==> src/rtl/core/tcsp_pkg.sv <==
// ----------------------------------------------------------------------------
// tcsp_pkg
// Codes, sizes and shared types of the Telnet command stream parser.
// ----------------------------------------------------------------------------
package tcsp_pkg;

	// Telnet command codes
	localparam logic [7:0] TN_IAC  = 8'd255;
	localparam logic [7:0] TN_DONT = 8'd254;
	localparam logic [7:0] TN_DO   = 8'd253;
	localparam logic [7:0] TN_WONT = 8'd252;
	localparam logic [7:0] TN_WILL = 8'd251;
	localparam logic [7:0] TN_SB   = 8'd250;
	localparam logic [7:0] TN_SE   = 8'd240;

	// result kinds
	localparam logic [1:0] KIND_DATA = 2'd0;
	localparam logic [1:0] KIND_CMD  = 2'd1;
	localparam logic [1:0] KIND_NEG  = 2'd2;
	localparam logic [1:0] KIND_SUB  = 2'd3;

	// subnegotiation buffer sizing; a run never exceeds MAX_RUN results
	localparam int SUB_DEPTH = 32;
	localparam int MAX_RUN   = 32;
	localparam int EFF_DEPTH = (SUB_DEPTH < MAX_RUN) ? SUB_DEPTH : MAX_RUN;
	localparam int ADDR_W    = $clog2(EFF_DEPTH);
	localparam int CNT_W     = $clog2(EFF_DEPTH + 1);

	// token queue between front and back
	localparam int QDEPTH = 4;
	localparam int QPTR_W = $clog2(QDEPTH);
	localparam int QCNT_W = $clog2(QDEPTH + 1);

	typedef struct packed {
		logic [1:0]       kind;
		logic [7:0]       value;
		logic [1:0]       req;
		logic             empty;
		logic             ovf;
		logic [CNT_W-1:0] cnt;
	} tok_t;

	typedef struct packed {
		logic              en;
		logic [ADDR_W-1:0] addr;
		logic [7:0]        data;
	} buf_wr_t;

	typedef struct packed {
		logic sub_done;
	} drain_t;

endpackage

==> src/rtl/core/telnet_command_stream_parser.sv <==
// ----------------------------------------------------------------------------
// telnet_command_stream_parser
// Splits a received Telnet byte stream into data, command, negotiation and
// subnegotiation results.
// ----------------------------------------------------------------------------
// A byte is taken when the queue has room and no wait below holds. Data,
// command and negotiation tokens give one result each; a subnegotiation with
// N buffered content bytes gives N results, one per cycle unless the output
// stalls, read from the content buffer (a single empty-marked result when N
// is zero). Results leave through the token queue and then a registered
// output stage. While an earlier subnegotiation is still queued or draining,
// the next subnegotiation's content bytes wait at the input, since the one
// content buffer is shared; the drain of N results sets that wait.
// ----------------------------------------------------------------------------
module telnet_command_stream_parser import tcsp_pkg::*; (
	input  logic       clk,
	input  logic       arst_n,
	input  logic       in_valid,
	output logic       in_stall,
	input  logic [7:0] rx_byte,
	output logic       out_valid,
	input  logic       out_stall,
	output logic [1:0] token_kind,
	output logic [7:0] token_value,
	output logic [1:0] request_code,
	output logic [7:0] content_byte,
	output logic       content_empty,
	output logic       content_overflow,
	output logic       last_of_run
);

	// front to queue
	logic    q_push, q_full;
	tok_t    q_tok;
	// queue to back
	logic    head_valid, q_pop;
	tok_t    head;
	// side paths: buffer writes forward, drain status back
	buf_wr_t buf_wr;
	drain_t  drain;

	// parser: phase tracking, content capture, token push
	tcsp_front u_front (
		.clk      (clk),
		.arst_n   (arst_n),
		.in_valid (in_valid),
		.in_stall (in_stall),
		.rx_byte  (rx_byte),
		.q_full   (q_full),
		.q_push   (q_push),
		.q_tok    (q_tok),
		.buf_wr   (buf_wr),
		.drain    (drain)
	);

	// token FIFO so the parser keeps taking bytes while results wait
	tcsp_queue u_queue (
		.clk        (clk),
		.arst_n     (arst_n),
		.push       (q_push),
		.push_tok   (q_tok),
		.full       (q_full),
		.pop        (q_pop),
		.head_valid (head_valid),
		.head       (head)
	);

	// sequencer: one result per cycle unless the output stalls, subnegotiation runs read the buffer
	tcsp_back u_back (
		.clk              (clk),
		.arst_n           (arst_n),
		.buf_wr           (buf_wr),
		.head_valid       (head_valid),
		.head             (head),
		.pop              (q_pop),
		.drain            (drain),
		.out_valid        (out_valid),
		.out_stall        (out_stall),
		.token_kind       (token_kind),
		.token_value      (token_value),
		.request_code     (request_code),
		.content_byte     (content_byte),
		.content_empty    (content_empty),
		.content_overflow (content_overflow),
		.last_of_run      (last_of_run)
	);

endmodule

==> src/rtl/core/tcsp_front.sv <==
// ----------------------------------------------------------------------------
// tcsp_front
// Byte parser: tracks the Telnet phase, writes subnegotiation content into
// the back end's buffer and pushes one token per finished construct.
// ----------------------------------------------------------------------------
module tcsp_front import tcsp_pkg::*; (
	input  logic       clk,
	input  logic       arst_n,
	input  logic       in_valid,
	output logic       in_stall,
	input  logic [7:0] rx_byte,
	input  logic       q_full,
	output logic       q_push,
	output tok_t       q_tok,
	output buf_wr_t    buf_wr,
	input  drain_t     drain
);

	localparam logic [2:0] PH_NORMAL  = 3'd0;
	localparam logic [2:0] PH_IAC     = 3'd1;
	localparam logic [2:0] PH_NEG     = 3'd2;
	localparam logic [2:0] PH_SUBOPT  = 3'd3;
	localparam logic [2:0] PH_SUBDATA = 3'd4;
	localparam logic [2:0] PH_SUBIAC  = 3'd5;

	logic [2:0]        phase_q, phase_d;
	logic [1:0]        req_q, req_d;
	logic [7:0]        opt_q, opt_d;
	logic [CNT_W-1:0]  cnt_q, cnt_d;
	logic              ovf_q, ovf_d;
	logic [QCNT_W-1:0] subs_q;
	logic              accept, emit, store, in_sub;

	// content writes wait until every earlier subnegotiation run has drained
	assign in_sub   = (phase_q == PH_SUBDATA) || (phase_q == PH_SUBIAC);
	assign in_stall = q_full || (in_sub && (subs_q != '0));
	assign accept   = in_valid && !in_stall;

	always_comb begin
		phase_d = phase_q;
		req_d   = req_q;
		opt_d   = opt_q;
		cnt_d   = cnt_q;
		ovf_d   = ovf_q;
		emit    = 1'b0;
		store   = 1'b0;
		q_tok   = '0;
		unique case (phase_q)
			PH_IAC: begin
				phase_d = PH_NORMAL;
				priority if (rx_byte == TN_IAC) begin
					emit        = 1'b1;
					q_tok.kind  = KIND_DATA;
					q_tok.value = TN_IAC;
				end else if (rx_byte >= TN_WILL) begin
					req_d   = 2'(rx_byte - TN_WILL);
					phase_d = PH_NEG;
				end else if (rx_byte == TN_SB) begin
					phase_d = PH_SUBOPT;
				end else begin
					emit        = 1'b1;
					q_tok.kind  = KIND_CMD;
					q_tok.value = rx_byte;
				end
			end
			PH_NEG: begin
				emit        = 1'b1;
				q_tok.kind  = KIND_NEG;
				q_tok.value = rx_byte;
				q_tok.req   = req_q;
				phase_d     = PH_NORMAL;
			end
			PH_SUBOPT: begin
				opt_d   = rx_byte;
				cnt_d   = '0;
				ovf_d   = 1'b0;
				phase_d = PH_SUBDATA;
			end
			PH_SUBDATA: begin
				if (rx_byte == TN_IAC) begin
					phase_d = PH_SUBIAC;
				end else begin
					store = 1'b1;
				end
			end
			PH_SUBIAC: begin
				if (rx_byte == TN_SE) begin
					emit        = 1'b1;
					q_tok.kind  = KIND_SUB;
					q_tok.value = opt_q;
					q_tok.empty = (cnt_q == '0);
					q_tok.ovf   = ovf_q;
					q_tok.cnt   = cnt_q;
					phase_d     = PH_NORMAL;
				end else begin
					store   = 1'b1;
					phase_d = PH_SUBDATA;
				end
			end
			default: begin
				// normal phase; unused codes behave the same
				phase_d = PH_NORMAL;
				if (rx_byte == TN_IAC) begin
					phase_d = PH_IAC;
				end else begin
					emit        = 1'b1;
					q_tok.kind  = KIND_DATA;
					q_tok.value = rx_byte;
				end
			end
		endcase
		if (store) begin
			if (cnt_q < CNT_W'(EFF_DEPTH)) begin
				cnt_d = cnt_q + 1'b1;
			end else begin
				ovf_d = 1'b1;
			end
		end
	end

	assign q_push      = accept && emit;
	assign buf_wr.en   = accept && store && (cnt_q < CNT_W'(EFF_DEPTH));
	assign buf_wr.addr = cnt_q[ADDR_W-1:0];
	assign buf_wr.data = rx_byte;

	always_ff @(posedge clk or negedge arst_n) begin
		if (!arst_n) begin
			phase_q <= PH_NORMAL;
			req_q   <= '0;
			opt_q   <= '0;
			cnt_q   <= '0;
			ovf_q   <= 1'b0;
		end else if (accept) begin
			phase_q <= phase_d;
			req_q   <= req_d;
			opt_q   <= opt_d;
			cnt_q   <= cnt_d;
			ovf_q   <= ovf_d;
		end
	end

	// subnegotiation tokens queued or draining
	always_ff @(posedge clk or negedge arst_n) begin
		if (!arst_n) begin
			subs_q <= '0;
		end else begin
			unique case ({q_push && (q_tok.kind == KIND_SUB), drain.sub_done})
				2'b10:   subs_q <= subs_q + 1'b1;
				2'b01:   subs_q <= subs_q - 1'b1;
				default: subs_q <= subs_q;
			endcase
		end
	end

endmodule

==> src/rtl/core/tcsp_queue.sv <==
// ----------------------------------------------------------------------------
// tcsp_queue
// Short token FIFO that decouples the parser from the result sequencer.
// ----------------------------------------------------------------------------
module tcsp_queue import tcsp_pkg::*; (
	input  logic clk,
	input  logic arst_n,
	input  logic push,
	input  tok_t push_tok,
	output logic full,
	input  logic pop,
	output logic head_valid,
	output tok_t head
);

	tok_t              ent_q [QDEPTH];
	logic [QPTR_W-1:0] wp_q, rp_q;
	logic [QCNT_W-1:0] cnt_q;

	assign full       = (cnt_q == QCNT_W'(QDEPTH));
	assign head_valid = (cnt_q != '0);
	assign head       = ent_q[rp_q];

	always_ff @(posedge clk) begin
		if (push) begin
			ent_q[wp_q] <= push_tok;
		end
	end

	always_ff @(posedge clk or negedge arst_n) begin
		if (!arst_n) begin
			wp_q  <= '0;
			rp_q  <= '0;
			cnt_q <= '0;
		end else begin
			if (push) begin
				wp_q <= (wp_q == QPTR_W'(QDEPTH - 1)) ? '0 : wp_q + 1'b1;
			end
			if (pop) begin
				rp_q <= (rp_q == QPTR_W'(QDEPTH - 1)) ? '0 : rp_q + 1'b1;
			end
			unique case ({push, pop})
				2'b10:   cnt_q <= cnt_q + 1'b1;
				2'b01:   cnt_q <= cnt_q - 1'b1;
				default: cnt_q <= cnt_q;
			endcase
		end
	end

endmodule

==> src/rtl/core/tcsp_back.sv <==
// ----------------------------------------------------------------------------
// tcsp_back
// Result sequencer: holds the subnegotiation buffer, expands each token into
// its results and drives the registered output stage.
// ----------------------------------------------------------------------------
module tcsp_back import tcsp_pkg::*; (
	input  logic       clk,
	input  logic       arst_n,
	input  buf_wr_t    buf_wr,
	input  logic       head_valid,
	input  tok_t       head,
	output logic       pop,
	output drain_t     drain,
	output logic       out_valid,
	input  logic       out_stall,
	output logic [1:0] token_kind,
	output logic [7:0] token_value,
	output logic [1:0] request_code,
	output logic [7:0] content_byte,
	output logic       content_empty,
	output logic       content_overflow,
	output logic       last_of_run
);

	logic [7:0]        buf_mem [EFF_DEPTH];
	logic [ADDR_W-1:0] idx_q;
	logic              adv, multi, last;

	logic              vld_s2;
	logic [1:0]        kind_s2, req_s2;
	logic [7:0]        value_s2, rd_s2;
	logic              empty_s2, ovf_s2, last_s2, use_mem_s2;

	assign multi = (head.kind == KIND_SUB) && !head.empty;
	assign last  = !multi || ((CNT_W'(idx_q) + 1'b1) == head.cnt);
	assign adv   = head_valid && (!vld_s2 || !out_stall);
	assign pop   = adv && last;

	assign drain.sub_done = pop && (head.kind == KIND_SUB);

	always_ff @(posedge clk) begin
		if (buf_wr.en) begin
			buf_mem[buf_wr.addr] <= buf_wr.data;
		end
	end

	// read data and payload move together into the output stage
	always_ff @(posedge clk) begin
		if (adv) begin
			rd_s2      <= buf_mem[idx_q];
			kind_s2    <= head.kind;
			value_s2   <= head.value;
			req_s2     <= head.req;
			empty_s2   <= head.empty;
			ovf_s2     <= head.ovf;
			last_s2    <= last;
			use_mem_s2 <= multi;
		end
	end

	always_ff @(posedge clk or negedge arst_n) begin
		if (!arst_n) begin
			vld_s2 <= 1'b0;
			idx_q  <= '0;
		end else begin
			if (adv) begin
				vld_s2 <= 1'b1;
				idx_q  <= last ? '0 : idx_q + 1'b1;
			end else if (!out_stall) begin
				vld_s2 <= 1'b0;
			end
		end
	end

	assign out_valid        = vld_s2;
	assign token_kind       = kind_s2;
	assign token_value      = value_s2;
	assign request_code     = req_s2;
	assign content_byte     = use_mem_s2 ? rd_s2 : 8'd0;
	assign content_empty    = empty_s2;
	assign content_overflow = ovf_s2;
	assign last_of_run      = last_s2;

endmodule

==> config.mk <==
export PLATFORM = sky130hd
export DESIGN_NAME = telnet_command_stream_parser
export DESIGN_NICKNAME = d
export VERILOG_FILES = /design/src/rtl/core/tcsp_pkg.sv /design/src/rtl/core/telnet_command_stream_parser.sv /design/src/rtl/core/tcsp_front.sv /design/src/rtl/core/tcsp_queue.sv /design/src/rtl/core/tcsp_back.sv
export SDC_FILE = /design/constraint.sdc
export NUM_CORES = 1
export LEC_CHECK = 0
export BUFFER_PORTS_ARGS = -buffer_cell sky130_fd_sc_hd__buf_2
export CORE_MARGIN = 2
export CORE_UTILIZATION = 44
export DETAILED_ROUTE_END_ITERATION = 7
export SLEW_MARGIN = 10
export SYNTH_ARGS = -nofsm -noshare
export SYNTH_HDL_FRONTEND = slang
export SYNTH_SLANG_ARGS = --single-unit
==> constraint.sdc <==
create_clock -name clk -period 9.8 [get_ports clk]
set_input_delay 0.49 -clock clk [delete_from_list [all_inputs] [get_ports clk]]
set_output_delay 0.49 -clock clk [all_outputs]
set_load 0.02 [all_outputs]
==> flow_metrics.env <==
export IMPL_io_buffers=36
export IMPL_grt_usage_pct=17.85
export IMPL_routedWlPerCell_um=24.13
export IMPL_fin_cells=1370
export IMPL_hold_buffers=0
export IMPL_setup_tns_ns=0
export IMPL_areaGrowthSynthToFinish_pct=13.01
export IMPL_die_y_um=194.1
export IMPL_syn_inst=821
export IMPL_htreeDepth=2
export IMPL_postCtsSetupBuffers=0
export IMPL_swShare_pct=25.55
export IMPL_clock_path_buffers=3
export IMPL_skew_ns=0.01493
export IMPL_diodes=0
export IMPL_netlist_top_cells_area="edfxtp_1 68%, mux4_2 14%, dfrtp_1 5.7%"
export IMPL_holdWs_ns=0.08100
export IMPL_fillers=2840
export IMPL_switchingPower_mw=1.114
export IMPL_stdcell_area_sq_mm=0.01797
export IMPL_cap_violations=0
export IMPL_coreArea_sq_mm=0.03557
export IMPL_synth_edf_count=360
export IMPL_synth_area_per_cell_sq_um=19.37
export IMPL_r2r_end="u_front.subs_q[2]$_DFFE_PN0P_"
export IMPL_crit_type="reg -> reg"
export IMPL_clockPowerShare_pct=36.0
export IMPL_cts_sinks=396
export IMPL_die_w_um=194.1
export IMPL_ys_types=58
export IMPL_dp_hpwl_mm=20.00
export IMPL_p_leak_nw=5.877
export IMPL_drive_above_1_share_pct=25.41
export IMPL_crit_path_end="u_front.subs_q[2]$_DFFE_PN0P_"
export IMPL_ys_top_cells_by_count="360 x edfxtp_1, 99 x mux4_2, 51 x nand2_1, 51 x nor2_1, 36 x dfrtp_1"
export IMPL_ys_ff_latch=396
export IMPL_powerDensity_mw_per_mm2=242.6
export IMPL_finalHoldViolations=0
export IMPL_dpl_cell_count=1293
export IMPL_report_final_slew_viol_count=0
export IMPL_combinationalPowerShare_pct=16.1
export IMPL_internal_power_mw=3.245
export IMPL_gp_congestion=0.8293
export IMPL_wirelength_mm=33.06
export IMPL_finalSetupViolCount=0
export IMPL_multi_input_area_sq_mm=0.003976
export IMPL_first_global_vias=8025
export IMPL_yosys_area_top_type_share_pct=67.98
export IMPL_clk_pin_slew_ns=0.06
export IMPL_reg2regPathDepth=12
export IMPL_synth_warnings=0
export IMPL_vias_per_cell=5.601
export IMPL_boundaryPins=37
export IMPL_relSlewSlack_pct=27.97
export IMPL_grt_pass1_wl_mm=50.59
export IMPL_rsz0062_at_grt="no"
export IMPL_dominantRegCellSynth="edfxtp_1"
export IMPL_insertion_delay_ns=0.54
export IMPL_cp_data_arrival_time_ns=4.30
export IMPL_min_path_type="in -> async"
export IMPL_die_area_sq_mm=0.03768
export IMPL_worstMarginPinSlew_ns=1.077
export IMPL_end_kind="flop"
export IMPL_worstSetupStartpoint="u_queue.rp_q[1]$_DFFE_PN0N_"
export IMPL_p_seq_share_pct=47.9
export IMPL_dpl_cell_area_sq_mm=0.01660
export IMPL_clockRootBuffer="clkbuf_16"
export IMPL_cts_repair_resized=0
export IMPL_initial_core_util_pct=44.71
export IMPL_cts_made_buffers=43
export IMPL_synth_seq_area_share_pct=73.65
export IMPL_register_area_sq_mm=0.01172
export IMPL_tritoncts="done"
export IMPL_synth_top_cell_by_area="edfxtp_1"
export IMPL_timing_final_crit_share_pct=39.29
export IMPL_rrSetupSlack_ns=5.95
export IMPL_cp_required_ns=10.25
export IMPL_firstDrtPassIters=5
export IMPL_synth_fp_nets=850
export IMPL_peakVddDrop_v=0.0001605
export IMPL_outcome="complete, no violations"
export IMPL_start_kind="flop"
export IMPL_route_detailed_drc=0
export IMPL_antenna_found_initial=0
export IMPL_rr_startpoint="u_queue.rp_q[1]$_DFFE_PN0N_"
export IMPL_drtIter0Drc=679
export IMPL_fmax_mhz=259.7
export IMPL_vias=7674
export IMPL_synth_most_common_cell="edfxtp_1"
export IMPL_async_flop_share_pct=9.091
export IMPL_crit_fanout=22
export IMPL_grt_ovfl_total=0
export IMPL_grt_max_degree=67
export IMPL_synth_area_sq_mm=0.01590
export IMPL_layout_min_cycle_time_ns=3.851
export IMPL_drtAntennaViolNets=0
export IMPL_fin_nets=906
export IMPL_rows=69
==> worst max-delay path, cell delays in order, from the launching register on <==
cell       delay (ns)
dfrtp_1          0.99
mux4_2           0.43
xnor2_1          0.15
or3_4            0.41
a2111oi_4        0.42
a21oi_2          0.19
nor2_1           0.14
ha_1             0.19
inv_1            0.06
fa_1             0.37
xor2_1           0.15
nor2_1           0.11
xor2_1           0.16
==> metal layers <==
layer / vias up / track usage, % / wire length (um)
li1: 3387 / - / -
met1: 4066 / 24.72 / 14460
met2: 176 / 30.25 / 16820
met3: 45 / 2.540 / 1250
met4: 0 / 4.097 / 537
met5: - / 0 / 0
==> power groups by stage <==
stage,Clock (mW),Sequential (mW),Combinational [mW]
after global routing,1.67,2.10,0.770
after detailed placement,0,2.13,0.716
after floorplan,0,2.12,0.483
after global placement,0,2.12,0.710
final,1.57,2.09,0.701
after CTS,1.60,2.09,0.721
==> kinds of logic (layout without fill, tap and decap cells) <==
| family | after synthesis | in the layout | synth area share (%) |
|---|---|---|---|
| AOI/OAI and AO/OA | 55 | 55 | 2.227 |
| adders and majority gates | 17 | 17 | 1.432 |
| DFF | 396 | 396 | 73.65 |
| and+or+nand+nor | 168 | 168 | 5.028 |
| muxes | 119 | 119 | 15.57 |
| buffers and inverters | 54 | 142 | 1.345 |
| xor gates and xnor gates | 12 | 12 | 0.7475 |
==> flip-flops by register name, summed over array words and instances, names as in the netlist, 3 cells and up <==
signal	count
u_queue.ent_q	80
u_front.subs_q	3
u_front.phase_q	3
u_back.rd_s2	8
u_back.buf_mem	256
u_back.token_value	8
u_front.opt_q	8
u_front.cnt_q	6
u_back.idx_q	5
u_queue.cnt_q	3
==> per-stage QoR <==
stage          power, mW  utilization (%)  setup WS [ns]
4_1_cts            4.413            50.52          5.868
5_1_grt            4.547            50.52          5.679
2_1_floorplan      2.606                -          6.622
6_report           4.359            50.52          5.949
3_3_place_gp       2.831            46.66          5.799
3_5_place_dp       2.842            46.66          5.728
==> cell type report <==
| cell class | count | area share [%] |
|---|---|---|
| timing repair buffer | 46 | 1.420 |
| sequential | 396 | 65.20 |
| tap | 461 | 3.210 |
| multi-input combinational | 371 | 22.13 |
| clock inverter | 25 | 1.351 |
| clock buffer | 52 | 6.294 |
| inverter | 19 | 0.3969 |
==> placed cells by master (no fill, tap or decap), types with 17 or more instances in the layout <==
master	synthesis	layout
nand2_1	51	51
dfrtp_1	36	34
buf_2	6	36
inv_1	17	17
mux4_2	99	99
and2_1	20	20
edfxtp_1	360	360
clkbuf_16	0	44
nor2_1	51	51
==> worst min-delay path by stage <==
| stage | end | slack (ns) | cells after the start | startpoint |
|---|---|---|---|---|
| after floorplan | u_back.idx_q[0]$_DFFE_PN0P_ | 0.19 | 0 | arst_n |
| after global placement | u_front.subs_q[2]$_DFFE_PN0P_ | 0.46 | 1 | u_front.subs_q[2]$_DFFE_PN0P_ |
| after detailed placement | u_front.subs_q[2]$_DFFE_PN0P_ | 0.46 | 1 | u_front.subs_q[2]$_DFFE_PN0P_ |
| after CTS | u_queue.wp_q[1]$_DFFE_PN0P_ | 0.10 | 1 | arst_n |
| after global routing | u_queue.wp_q[1]$_DFFE_PN0P_ | 0.15 | 1 | arst_n |
| final | u_queue.wp_q[1]$_DFFE_PN0P_ | 0.08 | 1 | arst_n |
Note: power is estimated with default switching activity, not from simulation.
